<file path="src/rtl/svc_pkg.sv">
package svc_pkg;

  localparam int unsigned FRAME_LENGTH = 2048;
  localparam int unsigned POS_W = (FRAME_LENGTH > 2) ? $clog2(FRAME_LENGTH) : 1;

  localparam logic [11:0] WIDTH_RESET  = 12'd640;
  localparam logic [11:0] HEIGHT_RESET = 12'd640;

  // One, two and three times the coordinate divisor 65534.
  localparam logic [17:0] COORD_DIV_X1 = 18'd65534;
  localparam logic [17:0] COORD_DIV_X2 = 18'd131068;
  localparam logic [17:0] COORD_DIV_X3 = 18'd196602;
  localparam logic [16:0] SAMPLE_OFFSET = 17'd32767;

  localparam logic [8:0] SCALE_ONE = 9'd256;
  localparam logic [7:0] RED_GAIN    = 8'd255;
  localparam logic [7:0] GREEN_BASE  = 8'd93;
  localparam logic [7:0] GREEN_GAIN  = 8'd162;
  localparam logic [7:0] BLUE_BASE   = 8'd239;
  localparam logic [7:0] BLUE_GAIN   = 8'd16;

  // Configuration register indexes.
  localparam logic REG_WIDTH  = 1'b0;
  localparam logic REG_HEIGHT = 1'b1;

  // Operations of the shared multiplier.
  localparam logic [3:0] OP_NONE = 4'd0;
  localparam logic [3:0] OP_MX   = 4'd1;
  localparam logic [3:0] OP_MY   = 4'd2;
  localparam logic [3:0] OP_DX   = 4'd3;
  localparam logic [3:0] OP_DY   = 4'd4;
  localparam logic [3:0] OP_LIM  = 4'd5;
  localparam logic [3:0] OP_SQ   = 4'd6;
  localparam logic [3:0] OP_PL   = 4'd7;
  localparam logic [3:0] OP_PH   = 4'd8;

  typedef struct packed {
    logic       load;
    logic [3:0] op;
    logic       div_step;
    logic       cmp;
    logic [3:0] bit_idx;
    logic       out_load;
  } svc_cmd_t;

  typedef struct packed {
    logic first;
  } svc_sts_t;

endpackage

</file>
<file path="src/rtl/svc_in_if.sv">
interface svc_in_if;
  logic               valid;
  logic               ready;
  logic signed [15:0] left_sample;
  logic signed [15:0] right_sample;

  modport source (output valid, left_sample, right_sample, input ready);
  modport sink (input valid, left_sample, right_sample, output ready);
endinterface

</file>
<file path="src/rtl/svc_out_if.sv">
interface svc_out_if;
  logic        valid;
  logic        ready;
  logic [15:0] point_x;
  logic [15:0] point_y;
  logic        line_valid;
  logic [15:0] line_start_x;
  logic [15:0] line_start_y;
  logic [7:0]  color_red;
  logic [7:0]  color_green;
  logic [7:0]  color_blue;

  modport source (output valid, point_x, point_y, line_valid, line_start_x, line_start_y,
                  color_red, color_green, color_blue, input ready);
  modport sink (input valid, point_x, point_y, line_valid, line_start_x, line_start_y,
                color_red, color_green, color_blue, output ready);
endinterface

</file>
<file path="src/rtl/svc_ctrl.sv">
module svc_ctrl (
  input  logic               clk_i,
  input  logic               rst_ni,
  input  logic               in_valid_i,
  output logic               in_ready_o,
  output logic               out_valid_o,
  input  logic               out_ready_i,
  input  svc_pkg::svc_sts_t  sts_i,
  output svc_pkg::svc_cmd_t  cmd_o
);
  import svc_pkg::*;

  localparam logic [3:0] S_IDLE = 4'd0;
  localparam logic [3:0] S_MX   = 4'd1;
  localparam logic [3:0] S_MY   = 4'd2;
  localparam logic [3:0] S_DIV  = 4'd3;
  localparam logic [3:0] S_DX   = 4'd4;
  localparam logic [3:0] S_DY   = 4'd5;
  localparam logic [3:0] S_LIM  = 4'd6;
  localparam logic [3:0] S_SQ   = 4'd7;
  localparam logic [3:0] S_PL   = 4'd8;
  localparam logic [3:0] S_PH   = 4'd9;
  localparam logic [3:0] S_CMP  = 4'd10;
  localparam logic [3:0] S_DONE = 4'd11;

  logic [3:0] state_q, state_d;
  logic [3:0] cnt_q, cnt_d;
  logic       out_valid_q, out_valid_d;

  assign in_ready_o  = (state_q == S_IDLE);
  assign out_valid_o = out_valid_q;

  always_comb begin
    state_d     = state_q;
    cnt_d       = cnt_q;
    out_valid_d = out_valid_q;
    cmd_o       = '0;
    cmd_o.op    = OP_NONE;
    cmd_o.bit_idx = cnt_q;
    if (out_valid_q && out_ready_i) begin
      out_valid_d = 1'b0;
    end
    unique case (state_q)
      S_IDLE: begin
        if (in_valid_i) begin
          cmd_o.load = 1'b1;
          state_d    = S_MX;
        end
      end
      S_MX: begin
        cmd_o.op = OP_MX;
        state_d  = S_MY;
      end
      S_MY: begin
        cmd_o.op = OP_MY;
        state_d  = S_DIV;
      end
      S_DIV: begin
        cmd_o.div_step = 1'b1;
        state_d = sts_i.first ? S_DONE : S_DX;
      end
      S_DX: begin
        cmd_o.op = OP_DX;
        state_d  = S_DY;
      end
      S_DY: begin
        cmd_o.op = OP_DY;
        state_d  = S_LIM;
      end
      S_LIM: begin
        cmd_o.op = OP_LIM;
        cnt_d    = 4'd8;
        state_d  = S_SQ;
      end
      S_SQ: begin
        cmd_o.op = OP_SQ;
        state_d  = S_PL;
      end
      S_PL: begin
        cmd_o.op = OP_PL;
        state_d  = S_PH;
      end
      S_PH: begin
        cmd_o.op = OP_PH;
        state_d  = S_CMP;
      end
      S_CMP: begin
        cmd_o.cmp = 1'b1;
        if (cnt_q == 4'd0) begin
          state_d = S_DONE;
        end else begin
          cnt_d   = cnt_q - 4'd1;
          state_d = S_SQ;
        end
      end
      S_DONE: begin
        // The result register is free or being emptied in this cycle.
        if (!out_valid_q || out_ready_i) begin
          cmd_o.out_load = 1'b1;
          out_valid_d    = 1'b1;
          state_d        = S_IDLE;
        end
      end
      default: begin
        state_d = S_IDLE;
      end
    endcase
  end

  always_ff @(posedge clk_i or negedge rst_ni) begin
    if (!rst_ni) begin
      state_q     <= S_IDLE;
      cnt_q       <= '0;
      out_valid_q <= 1'b0;
    end else begin
      state_q     <= state_d;
      cnt_q       <= cnt_d;
      out_valid_q <= out_valid_d;
    end
  end

`ifndef SYNTH
  a_load_starts: assert property (@(posedge clk_i) disable iff (!rst_ni)
    cmd_o.load |=> state_q == S_MX)
    else $error("accepted item did not start the multiply");
  a_out_load_valid: assert property (@(posedge clk_i) disable iff (!rst_ni)
    cmd_o.out_load |=> out_valid_q)
    else $error("result load did not raise valid");
  a_search_end: assert property (@(posedge clk_i) disable iff (!rst_ni)
    (state_q == S_CMP && cnt_q == 4'd0) |=> state_q == S_DONE)
    else $error("scale search did not finish after its last bit");
  a_div_follows: assert property (@(posedge clk_i) disable iff (!rst_ni)
    (state_q == S_MY) |=> (state_q == S_DIV))
    else $error("division did not follow the multiply");
`endif

endmodule

</file>
<file path="src/rtl/svc_datapath.sv">
module svc_datapath (
  input  logic               clk_i,
  input  logic               rst_ni,
  input  svc_pkg::svc_cmd_t  cmd_i,
  output svc_pkg::svc_sts_t  sts_o,
  input  logic [11:0]        width_i,
  input  logic [11:0]        height_i,
  input  logic signed [15:0] left_i,
  input  logic signed [15:0] right_i,
  output logic [15:0]        point_x_o,
  output logic [15:0]        point_y_o,
  output logic               line_valid_o,
  output logic [15:0]        line_start_x_o,
  output logic [15:0]        line_start_y_o,
  output logic [7:0]         color_red_o,
  output logic [7:0]         color_green_o,
  output logic [7:0]         color_blue_o
);
  import svc_pkg::*;

  logic [16:0] tx_q, ty_q;
  logic [31:0] dvx_q, dvy_q;
  logic [15:0] qx_q, qy_q;
  logic [33:0] d2_q;
  logic [35:0] lim2_q;
  logic [17:0] msq_q;
  logic [34:0] pl_q, ph_q;
  logic [8:0]  k_q;
  logic [15:0] px_q, py_q;
  logic [POS_W-1:0] pos_q;

  logic [17:0] mul_a, mul_b;
  logic [35:0] mul_p;
  logic [15:0] cur_x, cur_y, dx, dy;
  logic [8:0]  cand;
  logic [52:0] lhs;
  logic [8:0]  k_cap;
  logic [16:0] red_p, green_p;
  logic [12:0] blue_p;
  logic        first;

  // With n = q0 * 65536 + low, the remainder n - q0 * 65534 is low + 2 * q0,
  // which stays below four divisors, so at most three subtractions remain.
  function automatic logic [15:0] coord_quotient(input logic [31:0] n);
    logic [15:0] q0;
    logic [17:0] r0;
    logic [15:0] adj;
    q0 = n[31:16];
    r0 = {2'b00, n[15:0]} + {1'b0, q0, 1'b0};
    priority if (r0 >= COORD_DIV_X3) begin
      adj = 16'd3;
    end else if (r0 >= COORD_DIV_X2) begin
      adj = 16'd2;
    end else if (r0 >= COORD_DIV_X1) begin
      adj = 16'd1;
    end else begin
      adj = 16'd0;
    end
    return q0 + adj;
  endfunction

  assign cur_x = qx_q;
  assign cur_y = qy_q;
  assign dx    = (cur_x > px_q) ? (cur_x - px_q) : (px_q - cur_x);
  assign dy    = (cur_y > py_q) ? (cur_y - py_q) : (py_q - cur_y);
  assign cand  = k_q | (9'd1 << cmd_i.bit_idx);
  assign first = (pos_q == '0);
  assign sts_o.first = first;

  always_comb begin
    unique case (cmd_i.op)
      OP_MX:   begin mul_a = {1'b0, tx_q};  mul_b = {6'd0, width_i}; end
      OP_MY:   begin mul_a = {1'b0, ty_q};  mul_b = {6'd0, height_i}; end
      OP_DX:   begin mul_a = {2'd0, dx};    mul_b = {2'd0, dx}; end
      OP_DY:   begin mul_a = {2'd0, dy};    mul_b = {2'd0, dy}; end
      OP_LIM:  begin mul_a = {width_i, 6'd0}; mul_b = {width_i, 6'd0}; end
      OP_SQ:   begin mul_a = {9'd0, cand};  mul_b = {9'd0, cand}; end
      OP_PL:   begin mul_a = msq_q;         mul_b = {1'b0, d2_q[16:0]}; end
      OP_PH:   begin mul_a = msq_q;         mul_b = {1'b0, d2_q[33:17]}; end
      default: begin mul_a = '0;            mul_b = '0; end
    endcase
  end

  assign mul_p = mul_a * mul_b;

  assign lhs   = {1'b0, ph_q, 17'd0} + {18'd0, pl_q};
  assign k_cap = (k_q > SCALE_ONE) ? SCALE_ONE : k_q;
  assign red_p   = k_cap * RED_GAIN;
  assign green_p = k_cap * GREEN_GAIN;
  assign blue_p  = k_cap * BLUE_GAIN[4:0];

  always_ff @(posedge clk_i) begin
    if (cmd_i.load) begin
      tx_q <= (left_i == 16'sh8000) ? 17'd0
              : 17'({{1{left_i[15]}}, left_i} + SAMPLE_OFFSET);
      ty_q <= 17'(SAMPLE_OFFSET - {{1{right_i[15]}}, right_i});
      k_q  <= '0;
    end
    unique case (cmd_i.op)
      OP_MX:  dvx_q  <= {mul_p[27:0], 4'd0};
      OP_MY:  dvy_q  <= {mul_p[27:0], 4'd0};
      OP_DX:  d2_q   <= mul_p[33:0];
      OP_DY:  d2_q   <= d2_q + mul_p[33:0];
      OP_LIM: lim2_q <= mul_p;
      OP_SQ:  msq_q  <= mul_p[17:0];
      OP_PL:  pl_q   <= mul_p[34:0];
      OP_PH:  ph_q   <= mul_p[34:0];
      default: begin
      end
    endcase
    if (cmd_i.div_step) begin
      qx_q <= coord_quotient(dvx_q);
      qy_q <= coord_quotient(dvy_q);
    end
    if (cmd_i.cmp && (lhs <= {17'd0, lim2_q})) begin
      k_q <= cand;
    end
    if (cmd_i.out_load) begin
      point_x_o <= cur_x;
      point_y_o <= cur_y;
      if (first) begin
        line_valid_o   <= 1'b0;
        line_start_x_o <= '0;
        line_start_y_o <= '0;
        color_red_o    <= '0;
        color_green_o  <= '0;
        color_blue_o   <= '0;
      end else begin
        line_valid_o   <= !((cur_x == px_q) && (cur_y == py_q));
        line_start_x_o <= px_q;
        line_start_y_o <= py_q;
        color_red_o    <= red_p[15:8];
        color_green_o  <= GREEN_BASE + green_p[15:8];
        color_blue_o   <= BLUE_BASE + {3'd0, blue_p[12:8]};
      end
    end
  end

  always_ff @(posedge clk_i or negedge rst_ni) begin
    if (!rst_ni) begin
      px_q  <= '0;
      py_q  <= '0;
      pos_q <= '0;
    end else if (cmd_i.out_load) begin
      px_q <= cur_x;
      py_q <= cur_y;
      if (pos_q == POS_W'(FRAME_LENGTH - 1)) begin
        pos_q <= '0;
      end else begin
        pos_q <= pos_q + 1'b1;
      end
    end
  end

endmodule

</file>
<file path="src/rtl/stereo_xy_segment_colorizer_top.sv">
// Maps each stereo sample pair to a screen point (X from the left sample, Y from the
// negated right sample, unsigned with 4 fraction bits) and reports the segment from the
// previous point with a length-dependent color (none on the first sample of a frame). The
// result is loaded after the two coordinate multiplies and the constant divider on the
// first sample of a frame, and otherwise also after the 9-bit scale search, which steps
// through square, two partial products and compare per bit on the shared multiplier; the
// next item is accepted only in idle, and a result load waits while the output register
// is still full. A finished result waits in the output register while the next item is
// taken. Write screen_width at 0x0 and screen_height at 0x4 only while the block is idle.
module stereo_xy_segment_colorizer_top (
  input  logic        clk_i,
  input  logic        rst_ni,
  svc_in_if.sink      in_if,
  svc_out_if.source   out_if,
  input  logic        psel,
  input  logic        penable,
  input  logic        pwrite,
  input  logic [2:0]  paddr,
  input  logic [31:0] pwdata,
  output logic [31:0] prdata,
  output logic        pready
);
  import svc_pkg::*;

  logic [11:0] width_q, height_q;
  svc_cmd_t    cmd;
  svc_sts_t    sts;

  assign pready = 1'b1;
  assign prdata = (paddr[2] == REG_HEIGHT) ? {20'd0, height_q} : {20'd0, width_q};

  always_ff @(posedge clk_i or negedge rst_ni) begin
    if (!rst_ni) begin
      width_q  <= WIDTH_RESET;
      height_q <= HEIGHT_RESET;
    end else if (psel && penable && pwrite) begin
      if (paddr[2] == REG_WIDTH) begin
        width_q <= pwdata[11:0];
      end else begin
        height_q <= pwdata[11:0];
      end
    end
  end

  svc_ctrl u_ctrl (
    .clk_i       (clk_i),
    .rst_ni      (rst_ni),
    .in_valid_i  (in_if.valid),
    .in_ready_o  (in_if.ready),
    .out_valid_o (out_if.valid),
    .out_ready_i (out_if.ready),
    .sts_i       (sts),
    .cmd_o       (cmd)
  );

  svc_datapath u_dp (
    .clk_i          (clk_i),
    .rst_ni         (rst_ni),
    .cmd_i          (cmd),
    .sts_o          (sts),
    .width_i        (width_q),
    .height_i       (height_q),
    .left_i         (in_if.left_sample),
    .right_i        (in_if.right_sample),
    .point_x_o      (out_if.point_x),
    .point_y_o      (out_if.point_y),
    .line_valid_o   (out_if.line_valid),
    .line_start_x_o (out_if.line_start_x),
    .line_start_y_o (out_if.line_start_y),
    .color_red_o    (out_if.color_red),
    .color_green_o  (out_if.color_green),
    .color_blue_o   (out_if.color_blue)
  );

endmodule

</file>
<file path="src/flat_wrapper.sv">
// flat-port wrapper written by rule: the top's interface ports become plain ports
module stereo_xy_segment_colorizer_top_flat import svc_pkg::*;
  (clk_i, rst_ni, psel, penable, pwrite, paddr, pwdata, prdata, pready, in_if_valid, in_if_left_sample, in_if_right_sample, in_if_ready, out_if_valid, out_if_point_x, out_if_point_y, out_if_line_valid, out_if_line_start_x, out_if_line_start_y, out_if_color_red, out_if_color_green, out_if_color_blue, out_if_ready);
  svc_in_if in_if_i ();
  svc_out_if out_if_i ();
  input  logic clk_i;
  input  logic rst_ni;
  input  logic psel;
  input  logic penable;
  input  logic pwrite;
  input  logic [2:0] paddr;
  input  logic [31:0] pwdata;
  output logic [31:0] prdata;
  output logic pready;
  input wire logic [$bits(in_if_i.valid)-1:0] in_if_valid;
  input wire logic [$bits(in_if_i.left_sample)-1:0] in_if_left_sample;
  input wire logic [$bits(in_if_i.right_sample)-1:0] in_if_right_sample;
  output wire logic [$bits(in_if_i.ready)-1:0] in_if_ready;
  output wire logic [$bits(out_if_i.valid)-1:0] out_if_valid;
  output wire logic [$bits(out_if_i.point_x)-1:0] out_if_point_x;
  output wire logic [$bits(out_if_i.point_y)-1:0] out_if_point_y;
  output wire logic [$bits(out_if_i.line_valid)-1:0] out_if_line_valid;
  output wire logic [$bits(out_if_i.line_start_x)-1:0] out_if_line_start_x;
  output wire logic [$bits(out_if_i.line_start_y)-1:0] out_if_line_start_y;
  output wire logic [$bits(out_if_i.color_red)-1:0] out_if_color_red;
  output wire logic [$bits(out_if_i.color_green)-1:0] out_if_color_green;
  output wire logic [$bits(out_if_i.color_blue)-1:0] out_if_color_blue;
  input wire logic [$bits(out_if_i.ready)-1:0] out_if_ready;
  assign in_if_i.valid = in_if_valid;
  assign in_if_i.left_sample = in_if_left_sample;
  assign in_if_i.right_sample = in_if_right_sample;
  assign in_if_ready = in_if_i.ready;
  assign out_if_valid = out_if_i.valid;
  assign out_if_point_x = out_if_i.point_x;
  assign out_if_point_y = out_if_i.point_y;
  assign out_if_line_valid = out_if_i.line_valid;
  assign out_if_line_start_x = out_if_i.line_start_x;
  assign out_if_line_start_y = out_if_i.line_start_y;
  assign out_if_color_red = out_if_i.color_red;
  assign out_if_color_green = out_if_i.color_green;
  assign out_if_color_blue = out_if_i.color_blue;
  assign out_if_i.ready = out_if_ready;
  stereo_xy_segment_colorizer_top u_core (.clk_i(clk_i), .rst_ni(rst_ni), .in_if(in_if_i), .out_if(out_if_i), .psel(psel), .penable(penable), .pwrite(pwrite), .paddr(paddr), .pwdata(pwdata), .prdata(prdata), .pready(pready));
endmodule
</file>
<file path="config.mk">
export PLATFORM = sky130hd
export DESIGN_NAME = stereo_xy_segment_colorizer_top_flat
export DESIGN_NICKNAME = d
export VERILOG_FILES = /design/src/rtl/svc_pkg.sv /design/src/rtl/svc_in_if.sv /design/src/rtl/svc_out_if.sv /design/src/rtl/svc_ctrl.sv /design/src/rtl/svc_datapath.sv /design/src/rtl/stereo_xy_segment_colorizer_top.sv /design/src/flat_wrapper.sv
export SDC_FILE = /design/constraint.sdc
export NUM_CORES = 2
export LEC_CHECK = 0
export BUFFER_PORTS_ARGS = -buffer_cell sky130_fd_sc_hd__clkbuf_2
export CAP_MARGIN = 15
export CELL_PAD_IN_SITES_DETAIL_PLACEMENT = 1
export CELL_PAD_IN_SITES_GLOBAL_PLACEMENT = 1
export CORE_MARGIN = 2
export CORE_UTILIZATION = 50
export DETAILED_ROUTE_END_ITERATION = 8
export PLACE_DENSITY_LB_ADDON = 0.1
export SYNTH_ARGS = -nofsm -noshare
export SYNTH_HDL_FRONTEND = slang
export SYNTH_SLANG_ARGS = --single-unit
export TNS_END_PERCENT = 30
</file>
<file path="constraint.sdc">
create_clock -name clk_i -period 14.4 [get_ports clk_i]
set_input_delay 2.88 -clock clk_i [delete_from_list [all_inputs] [get_ports clk_i]]
set_output_delay 2.88 -clock clk_i [all_outputs]
set_load 0.1 [all_outputs]
</file>
; ---- Word level (Yosys, flattened, before mapping)
; Index checks and enable logic that the tools add are counted.
[totals]
ff_bits = 454
in_bits = 74
elab_cells = 140
output_inout_bits = 124
[op_classes]
bitwise_logic = 2
n_addsub = 16
n_shift = 1
multipliers = 3
mux = 35
n_eq_ne = 26
n_reduce_logical = 19
order_cmp = 10
[ops]
columns = op, count
row1 = $pmux W18 S8, 1
row2 = $pmux W18 S7, 1
row3 = $pmux W34 S2, 1
row4 = $mux W16, 4
row5 = $sub A16 B16 Y16, 4
row6 = $add A52 B35 Y53, 1
row7 = $le A53 B36 Y1, 1
row8 = $pmux W4 S12, 1
row9 = $add A16 B17 Y18, 2
row10 = $ge A18 B16 Y1 const B, 2
row11 = $ge A18 B17 Y1 const B, 2
row12 = $ge A18 B18 Y1 const B, 2
row13 = $mul A18 B18 Y36, 1
row14 = $add A34 B34 Y34, 1
row15 = $add A16 B16 Y16, 2
row16 = $eq A16 B16 Y1, 2
row17 = $eq A4 B3 Y1 const B, 8
row18 = $gt A16 B16 Y1, 2
row19 = $pmux W4 S8, 1
row20 = $mux W9, 3
row21 = $eq A4 B4 Y1 const B, 5
row22 = $mux W4, 5
row23 = $add A16 B16 Y17 const B, 1
row24 = $sub A16 B16 Y17 const A, 1
row25 = other kinds (28), 58

; ---- Longest topological paths before layout
[logic_depth]
word_depth = 8
ltp_mapped = 53
mapped_depth_nobuf = 50

; ---- Hierarchy
; Synthesis repeated with hierarchy kept, for this count alone.
[unflattened]
cells_unflattened = 3740
hier_area_um2 = 38192.9
[by_module_without_submodules]
columns = module, n_inst, cells_each, area_per_inst_um2
row1 = svc_datapath, 1, 3572, 36204.7
row2 = stereo_xy_segment_colorizer_top, 1, 88, 1277.5
row3 = svc_ctrl, 1, 80, 710.7

; ---- Least setup slack after synthesis
; OpenSTA, ideal clock, no wires.
[synth_timing]
path_kind = register -> register
start = register u_core.u_dp.py_q[0]
end = register u_core.u_dp.d2_q[31] (data pin)
setup_time_ns = 0.260
path_slack_ns = 3.890
arrival_time_ns = 10.251
stages_incl_launch_ff = 50
path_buffers = 2
cell_sequence = dfrtp_1 -> inv_1 -> ha_1 -> inv_1 -> fa_1 -> a21o_1 -> a21o_1 -> a21o_1 -> a2111oi_2 -> nor2_1 -> o22a_2 -> xnor2_1 -> o221ai_1 -> a21oi_1 -> and3_1 -> buf_2 -> buf_2 -> nor2_1 -> (+14 left out) -> a21oi_1 -> a21oi_1 -> a31o_2 -> nand2_1 -> nand2b_1 -> a21oi_1 -> xnor2_1 -> ha_1 -> a21o_1 -> a21oi_1 -> o21bai_1 -> a21oi_1 -> o22a_1 -> o31ai_1 -> nor4_1 -> nor3_1 -> xor2_1 -> mux2_2
[synth_via]
elab_chain_len = 6
elab_cells_between_ends = 9
cone_classes = add/sub: 3 / mul: 1 / order compare: 1 / mux: 4
[synth_rtl]
columns = item, line
row1 = from (decl), svc_datapath.sv:29  ; logic [15:0] px_q, py_q;
row2 = from (signal assigned), svc_datapath.sv:146  ; py_q <= cur_y;
row3 = $sub A16 B16 Y16 / $gt A16 B16 Y1 (equally long branches), svc_datapath.sv:65  ; assign dy = (cur_y > py_q) ? (cur_y - py_q) : (py_q - cur_y);
row4 = $mux W16 (*), svc_datapath.sv:65
row5 = $pmux W18 S8 / $pmux W18 S7 (equally long branches), svc_datapath.sv:71  ; unique case (cmd_i.op)
row6 = $mul A18 B18 Y36 (*), svc_datapath.sv:84  ; assign mul_p = mul_a * mul_b;
row7 = named net u_core.u_dp.mul_p[24], svc_datapath.sv:33  ; logic [35:0] mul_p;
row8 = $add A34 B34 Y34 (*), svc_datapath.sv:103  ; OP_DY: d2_q <= d2_q + mul_p[33:0];
row9 = $pmux W34 S2 (*), svc_datapath.sv:99  ; unique case (cmd_i.op)
row10 = to (signal assigned), svc_datapath.sv:102  ; OP_DX: d2_q <= mul_p[33:0];
row11 = to (signal assigned), svc_datapath.sv:103
row12 = to (decl), svc_datapath.sv:24  ; logic [33:0] d2_q;
; The timed path passes the listed nets; every way through them passes the cells marked *.
; A chain may end at the register's enable or synchronous reset.

; ---- Worst setup path after layout
[layout_timing]
start = register u_core.u_dp.qx_q[0], in the netlist u_core.u_dp.cur_x[0]
end = register u_core.u_dp.d2_q[30] (data pin)
[layout_via]
elab_chain_len = 6
elab_cells_between_ends = 9
cone_classes = add/sub: 3 / mul: 1 / order compare: 1 / mux: 4
[layout_rtl]
columns = item, line
row1 = from (decl), svc_datapath.sv:23  ; logic [15:0] qx_q, qy_q;
row2 = from (signal assigned), svc_datapath.sv:112  ; qx_q <= coord_quotient(dvx_q);
row3 = $sub A16 B16 Y16 / $gt A16 B16 Y1 (equally long branches), svc_datapath.sv:64  ; assign dx = (cur_x > px_q) ? (cur_x - px_q) : (px_q - cur_x);
row4 = $mux W16 (*), svc_datapath.sv:64
row5 = $pmux W18 S8 / $pmux W18 S7 (equally long branches), svc_datapath.sv:71
row6 = $mul A18 B18 Y36 (*), svc_datapath.sv:84
row7 = named net u_core.u_dp.mul_p[18], svc_datapath.sv:33
row8 = $add A34 B34 Y34 (*), svc_datapath.sv:103
row9 = $pmux W34 S2 (*), svc_datapath.sv:99
; Marks and branches as above.

==> impl_metrics.py <==
metrics = {
    "sta": {
        "final.setup.tns_ns": 0,
        "worstMarginPinSlew_ns": 1.27,
        "slew_violations": 0,
        "rsz0062_at_grt": "false",
        "setup-violations-final": 0,
        "min_period_ns": 12.82,
        "timing.fmax_ghz": 0.0780,
        "setup_ws_ns": 1.58,
        "slew_headroom_pct": 15.6,
        "min_period_over_period_pct": 89.1,
        "finalHoldViolations": 0,
        "clock_skew_ns": 0.0595,
    },
    "die": {
        "rows": 101,
        "die_area_mm2": 0.0787,
        "die_h_um": 280,
        "initial_utilization_pct": 50.4,
        "coreArea_mm2": 0.0758,
        "io_pins": 198,
        "die_w_um": 280,
    },
    "synthesis": {
        "ys_top_cells_by_count": "inv_1 (542), edfxtp_1 (376), ha_1 (366), nand2_1 (351), nor2_1 (337)",
        "synth-seq-cells": 452,
        "synth_cell_types": 98,
        "netlist_area_mm2": 0.0382,
        "synth.area.top_cells": "edfxtp_1 (30%), fa_1 (16%), ha_1 (12%), inv_1 (5.3%), dfrtp_1 (4.7%)",
        "synth-main-ff-cell": "edfxtp_1",
        "synth_top_area_cell": "edfxtp_1",
        "syn_inst": 3796,
        "yosysMostFrequentCell": "inv_1",
        "yosysTopAreaCellShare_pct": 29.5,
        "yosys_warnings": 0,
        "ys_seq_area_share_pct": 34.5,
        "postSynth.asyncResetShare_pct": 16.8,
        "synth_edf_count": 376,
        "synth.avg_cell_area_um2": 10.1,
    },
    "finish": {
        "area_growth_syn_to_layout_pct": 10.2,
        "design_area_mm2": 0.0421,
        "drive_above_1_share_pct": 10.7,
        "finalNetCount": 4706,
        "fin_util_pct": 55.5,
    },
    "worst_setup_path": {
        "crit_required_ns": 14.77,
        "startpoint_type": "flip-flop",
        "worst_path_most_repeated_cell": "fa_1",
        "crit_arrival_ns": 13.19,
        "path_class": "reg -> reg",
        "crit_fanout": 11,
        "slowest_stage": "a211oi_2",
        "cp-end-kind": "flip-flop",
        "ff2ff_path_depth": 41,
        "slowest_delay_ns": 1.12,
    },
    "placed_design": {
        "dp_hpwl_um": 90900,
        "place_congestion": 0.948,
        "io_buffers": 154,
        "post-place-ws_ns": 1.76,
        "placed_area_mm2": 0.0403,
    },
    "clock_tree": {
        "max-clock-path-buffers": 3,
        "clock_latency_ns": 0.64,
        "cts_resized": 0,
        "clock-sinks": 452,
        "post-cts-setup-buffers": 0,
        "cts_tree": "done",
        "numCtsBuffers": 52,
        "root_buffer": "clkbuf_16",
        "hold_buffers": 0,
        "htree_num_levels": 2,
        "path_clk_slew_ns": 0.06,
    },
    "global_route": {
        "grt_max_degree": 81,
        "antenna_found_initial": 5,
        "grt_pass1_wl_um": 181000,
        "grt_pass1_vias": 30900,
        "overflow": 0,
        "grtUsageTotal_pct": 30.4,
    },
    "route": {
        "drc": 0,
        "antenna_left": 0,
        "drtPass1Iterations": 8,
        "wirelength_um": 118000,
        "viasPerCell": 5.87,
        "routedWlPerCell_um": 23.7,
        "vias": 29300,
        "drt-initial-drc-count": 2203,
    },
    "run_status": {
        "status": "finished, final reports clean",
    },
    "worst_hold_path": {
        "whs_path_depth": 1,
        "hp-class": "reg -> reg",
    },
    "flow_run": {
        "max_cap_violations": 0,
    },
}
==> kinds of logic (layout without fill, tap and decap cells) <==
| logic type | count (synthesis) | after routing | share of synthesized area, % |
|---|---|---|---|
| xor+xnor | 186 | 186 | 4.26 |
| buf+inv | 676 | 864 | 7.08 |
| compound gates | 697 | 697 | 11.9 |
| fa+ha+maj | 665 | 665 | 27.6 |
| simple gates | 1052 | 1052 | 12.7 |
| flops | 452 | 452 | 34.5 |
| other cells | 2 | 30 | 0.0196 |
| mux | 66 | 66 | 1.89 |
==> metrics by stage <==
step,hold slack [ns],cells
2_1_floorplan,0.454,3823
3_5_place_dp,0.494,4891
4_1_cts,0.507,4989
5_1_grt,0.524,4989
3_3_place_gp,0.494,4891
6_report,0.513,4990
==> registers in the layout (all words and copies together) (netlist names), 12 cells and up <==
name	flops
u_core.u_dp.ty_q	16
u_core.u_dp.py_q	16
u_core.u_dp.cur_x	16
u_core.u_dp.point_y_o	16
u_core.u_dp.msq_q	18
u_core.width_q	12
u_core.u_dp.lim2_q	36
u_core.u_dp.cur_y	16
u_core.u_dp.dvy_q	28
u_core.u_dp.px_q	16
u_core.height_q	12
u_core.u_dp.line_start_y_o	16
u_core.u_dp.tx_q	17
u_core.u_dp.point_x_o	16
u_core.u_dp.dvx_q	28
u_core.u_dp.pl_q	35
u_core.u_dp.ph_q	35
u_core.u_dp.d2_q	34
u_core.u_dp.line_start_x_o	16
==> worst paths after layout <==
path / start / to / slack, ns
worst max register to register: u_core.u_dp.cur_x[0]$_DFFE_PN_ / u_core.u_dp.d2_q[30]$_DFFE_PP_ / 1.58
worst min register to register: u_core.u_dp.pos_q[10]$_DFFE_PN0P_ / u_core.u_dp.pos_q[10]$_DFFE_PN0P_ / 0.51
max in group asynchronous: rst_ni / u_core.height_q[10]$_DFFE_PN0P_ / 11.01
worst max-delay path: u_core.u_dp.cur_x[0]$_DFFE_PN_ / u_core.u_dp.d2_q[30]$_DFFE_PP_ / 1.58
worst min-delay path: u_core.u_dp.pos_q[10]$_DFFE_PN0P_ / u_core.u_dp.pos_q[10]$_DFFE_PN0P_ / 0.51
min in group asynchronous: rst_ni / u_core.u_dp.px_q[6]$_DFFE_PN0P_ / 2.09
==> critical path, delay by kind of cell (launching register included) <==
kind                     cells  cell delay [ns]
flip-flops                   1             0.47
XOR/XNOR                     3             1.02
buffers and inverters        4             0.25
multiplexers                 1             0.18
adder cells (fa/ha/maj)     10             4.48
AO/OA/AOI/OAI               19             5.20
AND/OR/NAND/NOR              4             0.91
==> area by class of cell <==
cell class | count | area, um2
Fill cell | 8508 | 33700
Sequential cell | 452 | 13200
Clock buffer | 68 | 1410
Clock inverter | 30 | 412
Timing Repair Buffer | 224 | 1300
Antenna cell | 1 | 2.50
Inverter | 542 | 2030
Multi-Input combinational cell | 2695 | 22500
Tap cell | 978 | 1220
==> per-layer routing <==
layer | vias up | routed length, um | global-route usage (%)
met5 | - | 0 | 0
met4 | 0 | 4010 | 10.0
met3 | 208 | 8380 | 5.49
met2 | 928 | 56200 | 50.6
met1 | 14900 | 49900 | 40.1
li1 | 13200 | - | -
==> layout by cell type, fill, tap and decap left out, types with 11 or more instances in the layout <==
cell type / synthesis / routed
a21oi_1: 191 / 191
nor2_1: 337 / 333
a22oi_1: 13 / 13
o21bai_1: 37 / 37
nand2b_1: 46 / 46
mux2_2: 49 / 49
a21o_1: 79 / 79
nor2b_1: 27 / 27
buf_4: 24 / 71
o21a_1: 26 / 26
o21ai_0: 165 / 165
xor2_1: 71 / 69
xnor2_1: 115 / 111
clkbuf_1: 71 / 11
nor4_1: 16 / 15
mux2i_1: 17 / 17
inv_1: 542 / 542
and2_1: 19 / 18
or3_1: 14 / 14
dfrtp_1: 72 / 72
clkbuf_16: 0 / 52
nand3_1: 50 / 50
a31oi_1: 26 / 26
conb_1: 2 / 29
fa_1: 299 / 299
ha_1: 366 / 366
edfxtp_1: 376 / 376
or2_2: 14 / 14
nand2_1: 351 / 350
nor3_1: 47 / 43
clkbuf_2: 3 / 153
nand4_1: 46 / 46
a222oi_1: 20 / 20
and3_1: 32 / 32
o211ai_1: 14 / 14
Power is not shown: default switching activity piles up to over one toggle a cycle in this logic, so the estimate is an artifact.
